File: src/rtl/core/iee_pkg.sv
// Shared types and constants for the infix expression evaluator.
package iee_pkg;

   localparam int STACK_DEPTH_DEFAULT = 16;
   localparam int DATA_W = 32;

   localparam logic [2:0] TOK_DIGIT  = 3'd0;
   localparam logic [2:0] TOK_PLUS   = 3'd1;
   localparam logic [2:0] TOK_MINUS  = 3'd2;
   localparam logic [2:0] TOK_TIMES  = 3'd3;
   localparam logic [2:0] TOK_DIVIDE = 3'd4;
   localparam logic [2:0] TOK_OPEN   = 3'd5;
   localparam logic [2:0] TOK_CLOSE  = 3'd6;
   localparam logic [2:0] TOK_END    = 3'd7;

   localparam logic [1:0] ERR_NONE      = 2'd0;
   localparam logic [1:0] ERR_DIVZERO   = 2'd1;
   localparam logic [1:0] ERR_MALFORMED = 2'd2;
   localparam logic [1:0] ERR_OVERFLOW  = 2'd3;

   // datapath commands
   typedef enum logic [2:0] {
      CMD_NONE   = 3'd0,
      CMD_PUSHV  = 3'd1,  // push digit onto value stack
      CMD_PUSHO  = 3'd2,  // push operator code
      CMD_POPO   = 3'd3,  // drop top operator
      CMD_LOADV  = 3'd4,  // read two top values into operand registers
      CMD_EXEC   = 3'd5,  // start the arithmetic on loaded operands
      CMD_CLEAR  = 3'd6   // return stacks to empty
   } cmd_type;

   typedef struct packed {
      cmd_type    cmd;
      logic [2:0] opcode;
   } ctl_type;

   typedef struct packed {
      logic       ops_empty;
      logic       ops_full;
      logic       vals_full;
      logic       vals_lt2;
      logic       vals_one;
      logic [2:0] top_op;
      logic       busy;      // arithmetic running
      logic       divzero;   // loaded divisor is zero
   } stat_type;

   function automatic logic [1:0] rank_of(input logic [2:0] o);
      rank_of = (o == TOK_TIMES || o == TOK_DIVIDE) ? 2'd2 : 2'd1;
   endfunction

endpackage

File: src/rtl/core/iee_datapath.sv
// Stacks, operand registers and the iterative arithmetic unit.
module iee_datapath #(
   parameter int STACK_DEPTH = iee_pkg::STACK_DEPTH_DEFAULT
) (
   input  logic                    clock,
   input  logic                    reset,
   input  iee_pkg::ctl_type        ctl,
   input  logic [3:0]              digit,
   output iee_pkg::stat_type       stat,
   output logic [iee_pkg::DATA_W-1:0] bottom_value
);
   import iee_pkg::*;

   localparam int AW = (STACK_DEPTH > 1) ? $clog2(STACK_DEPTH) : 1;
   localparam int CW = $clog2(STACK_DEPTH + 1);

   logic [2:0]        ops_mem [STACK_DEPTH];
   logic [DATA_W-1:0] vals_mem [STACK_DEPTH];
   logic [CW-1:0]     ocnt_ff, ocnt_in, vcnt_ff, vcnt_in;
   logic [DATA_W-1:0] lhs_ff, rhs_ff, bot_ff;
   logic [2:0]        top_ff;

   // arithmetic unit state
   logic [DATA_W-1:0] rem_ff, quo_ff, mc_ff, acc_ff;
   logic [5:0]        step_ff;
   logic              busy_ff, mul_ff, neg_ff, done_ff;

   logic [AW-1:0] vtop, vnext, otop;
   assign vtop  = AW'(vcnt_ff - CW'(1));
   assign vnext = AW'(vcnt_ff - CW'(2));
   assign otop  = AW'(ocnt_ff - CW'(1));

   always_comb begin
      ocnt_in = ocnt_ff;
      vcnt_in = vcnt_ff;
      case (ctl.cmd)
         CMD_PUSHV: vcnt_in = vcnt_ff + CW'(1);
         CMD_PUSHO: ocnt_in = ocnt_ff + CW'(1);
         CMD_POPO:  ocnt_in = ocnt_ff - CW'(1);
         CMD_LOADV: vcnt_in = vcnt_ff - CW'(2);
         CMD_CLEAR: begin
            ocnt_in = '0;
            vcnt_in = '0;
         end
         default: ;
      endcase
      if (done_ff) vcnt_in = vcnt_ff + CW'(1);
   end

   always_ff @(posedge clock) begin
      if (reset) begin
         ocnt_ff <= '0;
         vcnt_ff <= '0;
      end else begin
         ocnt_ff <= ocnt_in;
         vcnt_ff <= vcnt_in;
      end
   end

   // memories: one write, registered reads
   always_ff @(posedge clock) begin
      if (ctl.cmd == CMD_PUSHO) ops_mem[AW'(ocnt_ff)] <= ctl.opcode;
      if (ctl.cmd == CMD_PUSHV) vals_mem[AW'(vcnt_ff)] <= {28'd0, digit};
      else if (done_ff) vals_mem[AW'(vcnt_ff)] <= acc_ff;
      if (ctl.cmd == CMD_LOADV) begin
         rhs_ff <= vals_mem[vtop];
         lhs_ff <= vals_mem[vnext];
      end
      top_ff <= ops_mem[AW'(ocnt_in - CW'(1))];
      bot_ff <= vals_mem[AW'(0)];
   end

   // write-through for top of operator stack after push
   logic [2:0] top_now;
   logic       top_byp_ff;
   logic [2:0] top_byp_val_ff;
   always_ff @(posedge clock) begin
      top_byp_ff     <= (ctl.cmd == CMD_PUSHO);
      top_byp_val_ff <= ctl.opcode;
   end
   assign top_now = top_byp_ff ? top_byp_val_ff : top_ff;

   // shift-add multiply or restoring divide, one bit per cycle
   logic [DATA_W:0]   trial;
   logic [DATA_W-1:0] rem_sh;
   assign rem_sh = {rem_ff[DATA_W-2:0], quo_ff[DATA_W-1]};
   assign trial  = {1'b0, rem_sh} - {1'b0, mc_ff};

   always_ff @(posedge clock) begin
      if (reset) begin
         busy_ff <= 1'b0;
         done_ff <= 1'b0;
      end else begin
         done_ff <= 1'b0;
         if (ctl.cmd == CMD_EXEC) begin
            case (ctl.opcode)
               TOK_PLUS: begin
                  acc_ff  <= lhs_ff + rhs_ff;
                  done_ff <= 1'b1;
               end
               TOK_MINUS: begin
                  acc_ff  <= lhs_ff - rhs_ff;
                  done_ff <= 1'b1;
               end
               TOK_TIMES: begin
                  busy_ff <= 1'b1;
                  mul_ff  <= 1'b1;
                  acc_ff  <= '0;
                  quo_ff  <= lhs_ff;
                  mc_ff   <= rhs_ff;
                  step_ff <= 6'd0;
               end
               default: begin
                  busy_ff <= 1'b1;
                  mul_ff  <= 1'b0;
                  neg_ff  <= lhs_ff[DATA_W-1] ^ rhs_ff[DATA_W-1];
                  quo_ff  <= lhs_ff[DATA_W-1] ? -lhs_ff : lhs_ff;
                  mc_ff   <= rhs_ff[DATA_W-1] ? -rhs_ff : rhs_ff;
                  rem_ff  <= '0;
                  step_ff <= 6'd0;
               end
            endcase
         end else if (busy_ff) begin
            if (mul_ff) begin
               // lsb-first: acc += mc<<step when bit set
               if (quo_ff[0]) acc_ff <= acc_ff + mc_ff;
               quo_ff <= quo_ff >> 1;
               mc_ff  <= mc_ff << 1;
            end else begin
               if (!trial[DATA_W]) begin
                  rem_ff <= trial[DATA_W-1:0];
                  quo_ff <= {quo_ff[DATA_W-2:0], 1'b1};
               end else begin
                  rem_ff <= rem_sh;
                  quo_ff <= {quo_ff[DATA_W-2:0], 1'b0};
               end
            end
            step_ff <= step_ff + 6'd1;
            if (step_ff == 6'(DATA_W - 1)) begin
               busy_ff <= 1'b0;
               done_ff <= 1'b1;
               if (!mul_ff) begin
                  acc_ff <= neg_ff ? -{quo_ff[DATA_W-2:0], !trial[DATA_W]}
                                   :  {quo_ff[DATA_W-2:0], !trial[DATA_W]};
               end else if (quo_ff[0]) begin
                  acc_ff <= acc_ff + mc_ff;
               end
            end
         end
      end
   end

   assign stat.ops_empty = (ocnt_ff == '0);
   assign stat.ops_full  = (ocnt_ff >= CW'(STACK_DEPTH));
   assign stat.vals_full = (vcnt_ff >= CW'(STACK_DEPTH));
   assign stat.vals_lt2  = (vcnt_ff < CW'(2));
   assign stat.vals_one  = (vcnt_ff == CW'(1));
   assign stat.top_op    = top_now;
   assign stat.busy      = busy_ff | done_ff;
   assign stat.divzero   = (rhs_ff == '0);
   assign bottom_value   = bot_ff;
endmodule

File: src/rtl/core/iee_control.sv
// Token sequencer that issues stack and arithmetic commands.
module iee_control (
   input  logic                 clock,
   input  logic                 reset,
   input  logic                 req_valid,
   output logic                 req_stall,
   input  logic [2:0]           req_op,
   input  logic [3:0]           req_digit_value,
   input  logic                 req_bad_char,
   input  iee_pkg::stat_type    stat,
   output iee_pkg::ctl_type     ctl,
   output logic [3:0]           digit,
   input  logic [iee_pkg::DATA_W-1:0] bottom_value,
   output logic                 rsp_valid,
   input  logic                 rsp_stall,
   output logic [iee_pkg::DATA_W-1:0] rsp_result_value,
   output logic [1:0]           rsp_status
);
   import iee_pkg::*;

   typedef enum logic [7:0] {
      S_IDLE  = 8'b0000_0001,
      S_SETL  = 8'b0000_0010,  // wait for top-of-stack read
      S_LOOK  = 8'b0000_0100,  // decide on top operator
      S_LOAD  = 8'b0000_1000,
      S_EXEC  = 8'b0001_0000,
      S_WAIT  = 8'b0010_0000,
      S_FIN   = 8'b0100_0000,
      S_OUT   = 8'b1000_0000
   } state_type;

   state_type  state_ff, state_in;
   logic [2:0] tok_ff, tok_in, cur_ff, cur_in;
   logic [1:0] err_ff, err_in;
   logic       ov_ff, ov_in;
   logic [DATA_W-1:0] res_ff, res_in;
   logic [1:0] sts_ff, sts_in;

   logic accept;
   assign req_stall = (state_ff != S_IDLE) || ov_ff;
   assign accept    = req_valid && !req_stall;
   // the digit is written in the cycle its request is taken
   assign digit     = req_digit_value;

   always_comb begin
      state_in = state_ff;
      tok_in   = tok_ff;
      cur_in   = cur_ff;
      err_in   = err_ff;
      ov_in    = ov_ff;
      res_in   = res_ff;
      sts_in   = sts_ff;
      ctl.cmd    = CMD_NONE;
      ctl.opcode = cur_ff;
      if (ov_ff && !rsp_stall) ov_in = 1'b0;
      case (state_ff)
         S_IDLE: begin
            if (accept && !req_bad_char) begin
               tok_in = req_op;
               if (req_op == TOK_END) begin
                  state_in = S_SETL;
               end else if (err_ff == ERR_NONE) begin
                  case (req_op)
                     TOK_DIGIT: begin
                        if (stat.vals_full) err_in = ERR_OVERFLOW;
                        else begin
                           ctl.cmd = CMD_PUSHV;
                        end
                     end
                     TOK_OPEN: begin
                        if (stat.ops_full) err_in = ERR_OVERFLOW;
                        else begin
                           ctl.cmd    = CMD_PUSHO;
                           ctl.opcode = TOK_OPEN;
                           state_in   = S_SETL;
                        end
                     end
                     default: state_in = S_SETL;
                  endcase
               end
            end
         end
         S_SETL: state_in = S_LOOK;
         S_LOOK: begin
            cur_in = stat.top_op;
            if (tok_ff == TOK_OPEN) begin
               state_in = S_IDLE;
            end else if (tok_ff == TOK_END) begin
               if (err_ff != ERR_NONE || stat.ops_empty) state_in = S_FIN;
               else if (stat.top_op == TOK_OPEN) begin
                  err_in = ERR_MALFORMED;
                  state_in = S_FIN;
               end else begin
                  ctl.cmd = CMD_POPO;
                  state_in = S_LOAD;
               end
            end else if (tok_ff == TOK_CLOSE) begin
               if (stat.ops_empty) begin
                  err_in = ERR_MALFORMED;
                  state_in = S_IDLE;
               end else begin
                  ctl.cmd = CMD_POPO;
                  state_in = (stat.top_op == TOK_OPEN) ? S_IDLE : S_LOAD;
               end
            end else begin
               // binary operator: reduce while top ranks at least as high
               if (!stat.ops_empty && stat.top_op != TOK_OPEN &&
                   rank_of(stat.top_op) >= rank_of(tok_ff)) begin
                  ctl.cmd = CMD_POPO;
                  state_in = S_LOAD;
               end else if (stat.ops_full) begin
                  err_in = ERR_OVERFLOW;
                  state_in = S_IDLE;
               end else begin
                  ctl.cmd    = CMD_PUSHO;
                  ctl.opcode = tok_ff;
                  state_in   = S_IDLE;
               end
            end
         end
         S_LOAD: begin
            if (stat.vals_lt2) begin
               err_in = ERR_MALFORMED;
               state_in = (tok_ff == TOK_END) ? S_FIN : S_IDLE;
            end else begin
               ctl.cmd = CMD_LOADV;
               state_in = S_EXEC;
            end
         end
         S_EXEC: begin
            if (cur_ff == TOK_DIVIDE && stat.divzero) begin
               err_in = ERR_DIVZERO;
               state_in = (tok_ff == TOK_END) ? S_FIN : S_IDLE;
            end else begin
               ctl.cmd = CMD_EXEC;
               state_in = S_WAIT;
            end
         end
         S_WAIT: begin
            if (!stat.busy) state_in = S_SETL;
         end
         S_FIN: begin
            // this extra state lets the bottom entry read settle
            if (err_ff == ERR_NONE && !stat.vals_one) err_in = ERR_MALFORMED;
            state_in = S_OUT;
         end
         S_OUT: begin
            if (!ov_ff || !rsp_stall) begin
               res_in  = (err_ff == ERR_NONE) ? bottom_value : '0;
               sts_in  = err_ff;
               ov_in   = 1'b1;
               err_in  = ERR_NONE;
               ctl.cmd = CMD_CLEAR;
               state_in = S_IDLE;
            end
         end
         default: state_in = S_IDLE;
      endcase
   end

   always_ff @(posedge clock) begin
      if (reset) begin
         state_ff <= S_IDLE;
         err_ff   <= ERR_NONE;
         ov_ff    <= 1'b0;
      end else begin
         state_ff <= state_in;
         err_ff   <= err_in;
         ov_ff    <= ov_in;
      end
      tok_ff <= tok_in;
      cur_ff <= cur_in;
      res_ff <= res_in;
      sts_ff <= sts_in;
   end

   assign rsp_valid        = ov_ff;
   assign rsp_result_value = res_ff;
   assign rsp_status       = sts_ff;
endmodule

File: src/rtl/core/infix_expression_evaluator.sv
// Top level of the shunting-yard infix expression evaluator.
//
// Usage: feed one token per request on the req_ channel (req_op kind,
// req_digit_value for digits, req_bad_char to skip a character). A
// request is taken when req_valid is high and req_stall is low.
// Operators wait on an operator stack; each one is evaluated on the value
// stack as it leaves, with 32-bit wrapping arithmetic and truncating
// division. An end token drains the stacks and returns one response on
// the rsp_ channel: the value and a status (ok, divide by zero,
// malformed, overflow). Other tokens return nothing.
// Timing: a digit or ignored token is handled in the cycle it is taken.
// A token that looks at the operator stack passes S_SETL and S_LOOK and,
// per operator evaluated, S_LOAD, S_EXEC and S_WAIT; * and / use a
// shift-add multiply and restoring divide resolving one bit per cycle.
// End then passes S_FIN and S_OUT; the response is valid next cycle.
// Reset: stacks empty, no error, no response pending.
// Stall: the response holds in its register while rsp_stall is high;
// the block takes no new request until that response is gone.
module infix_expression_evaluator #(
   parameter int STACK_DEPTH = iee_pkg::STACK_DEPTH_DEFAULT
) (
   input  logic        clock,
   input  logic        reset,
   input  logic        req_valid,
   output logic        req_stall,
   input  logic [2:0]  req_op,
   input  logic [3:0]  req_digit_value,
   input  logic        req_bad_char,
   output logic        rsp_valid,
   input  logic        rsp_stall,
   output logic signed [31:0] rsp_result_value,
   output logic [1:0]  rsp_status
);
   import iee_pkg::*;

   ctl_type           ctl;
   stat_type          stat;
   logic [3:0]        digit;
   logic [DATA_W-1:0] bottom_value;
   logic [DATA_W-1:0] result;

   // sequence the tokens
   iee_control u_control (
      .clock, .reset,
      .req_valid, .req_stall, .req_op, .req_digit_value, .req_bad_char,
      .stat, .ctl, .digit, .bottom_value,
      .rsp_valid, .rsp_stall,
      .rsp_result_value(result), .rsp_status
   );

   // hold the stacks and do the arithmetic
   iee_datapath #(.STACK_DEPTH(STACK_DEPTH)) u_datapath (
      .clock, .reset, .ctl, .digit, .stat, .bottom_value
   );

   assign rsp_result_value = $signed(result);
endmodule
File: config.mk
export PLATFORM = sky130hd
export DESIGN_NAME = infix_expression_evaluator
export DESIGN_NICKNAME = d
export VERILOG_FILES = /design/src/rtl/core/iee_pkg.sv /design/src/rtl/core/iee_datapath.sv /design/src/rtl/core/iee_control.sv /design/src/rtl/core/infix_expression_evaluator.sv
export SDC_FILE = /design/constraint.sdc
export NUM_CORES = 2
export LEC_CHECK = 0
export BUFFER_PORTS_ARGS = -buffer_cell sky130_fd_sc_hd__clkbuf_2
export CELL_PAD_IN_SITES_DETAIL_PLACEMENT = 1
export CELL_PAD_IN_SITES_GLOBAL_PLACEMENT = 1
export CORE_UTILIZATION = 35
export DETAILED_ROUTE_END_ITERATION = 12
export PLACE_DENSITY_LB_ADDON = 0.12
export SETUP_SLACK_MARGIN = 0.2
export SLEW_MARGIN = 10
export SYNTH_ARGS = -nofsm -noshare
export SYNTH_HDL_FRONTEND = slang
export SYNTH_SLANG_ARGS = --single-unit
File: constraint.sdc
create_clock -name clock -period 18.7 [get_ports clock]
set_input_delay 2.805 -clock clock [delete_from_list [all_inputs] [get_ports clock]]
set_output_delay 2.805 -clock clock [all_outputs]
set_load 0.02 [all_outputs]
==> impl_results.rst <==
.. list-table::
   :header-rows: 1

   * - Metric
     - Value
   * - Slowest cell on crit path
     - sky130_fd_sc_hd__o311ai_0
   * - Sequential share of power
     - 48.8%
   * - Number of different library cells in the post-synthesis netlist
     - 80
   * - CTS sink cnt
     - 861
   * - Commonest non-fill, non-tap cell in the layout
     - sky130_fd_sc_hd__edfxtp_1
   * - Fin nets
     - 3262
   * - Number of nets produced by synthesis
     - 3235
   * - Number of antenna violations at the first check in global routing
     - 15
   * - Initial cell density of the core
     - 35.4%
   * - Peak Freq
     - 0.128 GHz
   * - Final setup violation count
     - 0
   * - Final-layout setup total negative slack
     - 0 ps
   * - Top cells by area, synth
     - sky130_fd_sc_hd__edfxtp_1, sky130_fd_sc_hd__mux4_2, sky130_fd_sc_hd__ha_1
   * - Layout Utilization
     - 39.7%
   * - Maximum clock insertion buffer count
     - 3
   * - Width of the die
     - 359 um
   * - DIE HEIGHT
     - 359 um
   * - Peak supply drop
     - 0.0792 mV
   * - Site Rows
     - 130
   * - Clock Skew
     - 44.4 ps
   * - Worst Max-Slew Pin Slew
     - 1100 ps
   * - DRC errors left
     - 0
   * - Area added between synthesis and finish
     - 12.2%
   * - Number of buffers inserted during clock tree synthesis
     - 99
   * - Share of the synthesized area in the top cell type
     - 53.8%
   * - Fraction of final layout cells with drive strength greater than 1
     - 19.9%
   * - Switching component of the power
     - 0.964 mW
   * - Unrepaired setup endpoints after global routing
     - false
   * - Switch share
     - 22.4%
   * - Number of placed I/O pins
     - 48
   * - Number of max-capacitance violations reported
     - 0
   * - Most used flip-flop cell after synthesis
     - sky130_fd_sc_hd__edfxtp_1
   * - Post-synthesis cell type with the largest combined area
     - sky130_fd_sc_hd__edfxtp_1
   * - Worst Path Required
     - 19090 ps
   * - P_int
     - 3.35 mW
   * - Combinational fraction of design power
     - 5.8%
   * - Worst setup EP type
     - register
   * - Die outline area
     - 129000 um^2
   * - Part of the cycle the worst path needs
     - 41.8%
   * - List of cells traversed by the critical path
     - clkbuf_2 -> nand2_1 -> and4_2 -> nand2b_1 -> a21oi_1 -> a31oi_1 -> o211a_1 -> buf_4 -> nor2_1 -> xnor2_1 -> ha_1 -> o21ai_0 -> o21a_1 -> o311ai_0 -> a21o_1 -> o41ai_1 -> o21bai_1 -> a211oi_1 -> o41ai_1 -> xnor2_1 -> o22ai_1
   * - First DRT Iteration DRCs
     - 2150
   * - Tmin final
     - 7810 ps
   * - Synthesis warning total
     - 0
   * - Async set-reset flop share out of synthesis
     - 0%
   * - Via-per-instance ratio
     - 5.81
   * - Part of the power in the clock network
     - 45.4%
   * - Kind of path behind the tightest hold check
     - register to register
   * - Flops & latches, synth
     - 861
   * - Power density cells
     - 86.1 nW/um^2
   * - Post-layout instance count excluding filler cells
     - 4871
   * - Summed instance area of the synthesized netlist
     - 44600 um^2
   * - Rel. slew slack
     - 26.8%
   * - Maximum fanout encountered on the critical timing path
     - 34
   * - Clock-pin slew on the worst setup and hold paths
     - 60 ps
   * - Worst-Skew Late Latency
     - 710 ps
   * - Post-cts repair resize count
     - 0
   * - Fin. max-slew vios
     - 0
   * - First-pass detailed-route iteration total
     - 5
   * - Hold Violations, Final
     - 0
   * - Gp weighted congestion
     - 0.908
   * - Vias in the first global route
     - 29500
   * - Residual antenna-violating net count after detailed routing
     - 0
   * - Sequential element share of the synthesized area
     - 56.5%
   * - Result of the run
     - complete, no violations
   * - Cell Count Post-Placement
     - 4685
   * - Pin count of the biggest net entering global routing
     - 122
   * - Global-route wire length before repair
     - 203000 um
   * - Count of hold buffers inserted by post-cts repair
     - 0
   * - Overall overflow remaining after global route
     - 0
   * - Overall routing resource usage
     - 21.3%
   * - Filler cell count in the final layout
     - 12700
   * - CTS tree
     - yes
   * - Finished Cell Area
     - 50100 um^2
   * - Worst endpoint data arrival time
     - 8200 ps
   * - Category of the worst setup path launch point
     - primary input
   * - I/O Buffers
     - 47
   * - CTS root buf
     - sky130_fd_sc_hd__clkbuf_16
   * - Setup repair bufs after CTS
     - 0
   * - Critical Setup Path Class
     - primary input to register
   * - Via count
     - 28300
   * - HPWL reported at the end of detailed placement
     - 89200 um
   * - Post-Synthesis Cells
     - 3109
   * - Total power
     - 4.31 mW
   * - Floorplan Core Area
     - 126000 um^2
   * - Leakage
     - 16.5 nW
   * - Total detailed-routing wirelength
     - 138000 um
   * - Post-synth EDFFs
     - 799
   * - Wirelength per Cell
     - 28.3 um
   * - Crit-path max cell delay
     - 800 ps
   * - Commonest cells after routing, fill and taps aside
     - sky130_fd_sc_hd__edfxtp_1, sky130_fd_sc_hd__mux4_2, sky130_fd_sc_hd__nand2_1
   * - Synthesized area per cell
     - 14.4 um^2
   * - Placed standard-cell area
     - 46800 um^2
   * - H-tree levels
     - 3
-- synth_stat cells (14+ instances only) --
cell,instances
sky130_fd_sc_hd__a211oi_1,53
sky130_fd_sc_hd__a21o_1,47
sky130_fd_sc_hd__a21oi_1,190
sky130_fd_sc_hd__a22oi_1,14
sky130_fd_sc_hd__a31oi_1,16
sky130_fd_sc_hd__and2_1,84
sky130_fd_sc_hd__buf_1,20
sky130_fd_sc_hd__clkbuf_1,131
sky130_fd_sc_hd__dfxtp_1,62
sky130_fd_sc_hd__edfxtp_1,799
sky130_fd_sc_hd__ha_1,110
sky130_fd_sc_hd__inv_1,76
sky130_fd_sc_hd__mux2i_1,14
sky130_fd_sc_hd__mux4_2,330
sky130_fd_sc_hd__nand2_1,197
sky130_fd_sc_hd__nand2b_1,24
sky130_fd_sc_hd__nand3_1,42
sky130_fd_sc_hd__nor2_1,184
sky130_fd_sc_hd__nor2b_1,49
sky130_fd_sc_hd__nor3_1,54
sky130_fd_sc_hd__nor4_1,18
sky130_fd_sc_hd__o21ai_0,102
sky130_fd_sc_hd__o22ai_1,22
sky130_fd_sc_hd__o31ai_1,19
sky130_fd_sc_hd__or3_1,16
sky130_fd_sc_hd__xnor2_1,128
sky130_fd_sc_hd__xor2_1,80
-- registers in the layout (all words and copies together) (netlist names), 2 cells and up, named ones only --
register	cells
u_datapath.rem_ff	31
u_datapath.ocnt_ff	5
u_datapath.rhs_ff	32
u_datapath.acc_ff	19
u_datapath.quo_ff	32
u_datapath.lhs_ff	32
u_control.tok_ff	3
u_datapath.vcnt_ff	5
u_datapath.ops_mem	48
u_datapath.bottom_value	32
u_control.rsp_result_value	32
u_datapath.top_byp_val_ff	3
u_control.rsp_status	2
u_control.cur_ff	3
u_control.state_ff	8
u_datapath.mc_ff	32
u_datapath.step_ff	6
u_control.err_ff	2
u_datapath.top_ff	3
u_datapath.vals_mem	512
-- critical path, delay by kind of cell --
family,cells,cell delay [ps]
compound gates,12,3190
fa+ha+maj,1,380
buf+inv,2,470
simple gates,4,970
xor+xnor,2,330
-- layer usage --
metal	global-route usage, %	up-vias	share of wire, %
li1	-	12400	-
met1	29.8	14900	45
met4	6.40	0	2.4
met2	34.5	804	48
met3	2.59	180	5.1
met5	0	-	0
-- cells by family after synthesis --
logic type	synth area share, %
xor gates and xnor gates	4.12
muxes	17.4
DFF	56.5
adders and majority gates	3.26
buffers and inverters	2.06
and+or+nand+nor	8.29
AOI/OAI and AO/OA	8.31
-- power by group through the flow --
stage / Combinational [mW] / Sequential (mW) / Clock, mW
after floorplan: 0.184 / 2.14 / 0
after global placement: 0.250 / 2.15 / 0
after detailed placement: 0.252 / 2.15 / 0
after CTS: 0.253 / 2.11 / 2.00
after global routing: 0.269 / 2.11 / 2.08
final: 0.250 / 2.11 / 1.96
-- metrics by stage --
step                setup WS [ps]  hold slack [ps]
floorplan                   10610              359
global placement            10300              374
detailed placement          10120              377
CTS                         10860              394
global route                10420              405
finish                      10890              391
-- final cells by class --
cell class              instances  area [um^2]  area share (%)
clock buffers                 125         2740            5.47
clock inverters                59          537            1.07
flip-flops and latches        861        25200            50.4
well taps                    1650         2060            4.12
diodes                          2         5.00         0.00999
multi-input cells            2011        18700            37.3
repair buffers                 87          548            1.09
inverters                      76          285           0.570
-- final timing paths --
| path | slack, ps | end | cells past startpoint | start |
|---|---|---|---|---|
| worst min-delay path | 390 | u_datapath.bottom_value[27] | 0 | u_datapath.vals_mem[0][27] |
| worst max register to register | 11720 | u_datapath.acc_ff[30] | 20 | u_datapath.rhs_ff[26] |
| worst max-delay path | 10890 | u_datapath.acc_ff[30] | 21 | rsp_stall |
| worst min register to register | 390 | u_datapath.bottom_value[27] | 0 | u_datapath.vals_mem[0][27] |
Power figures use the tool's default switching activity.
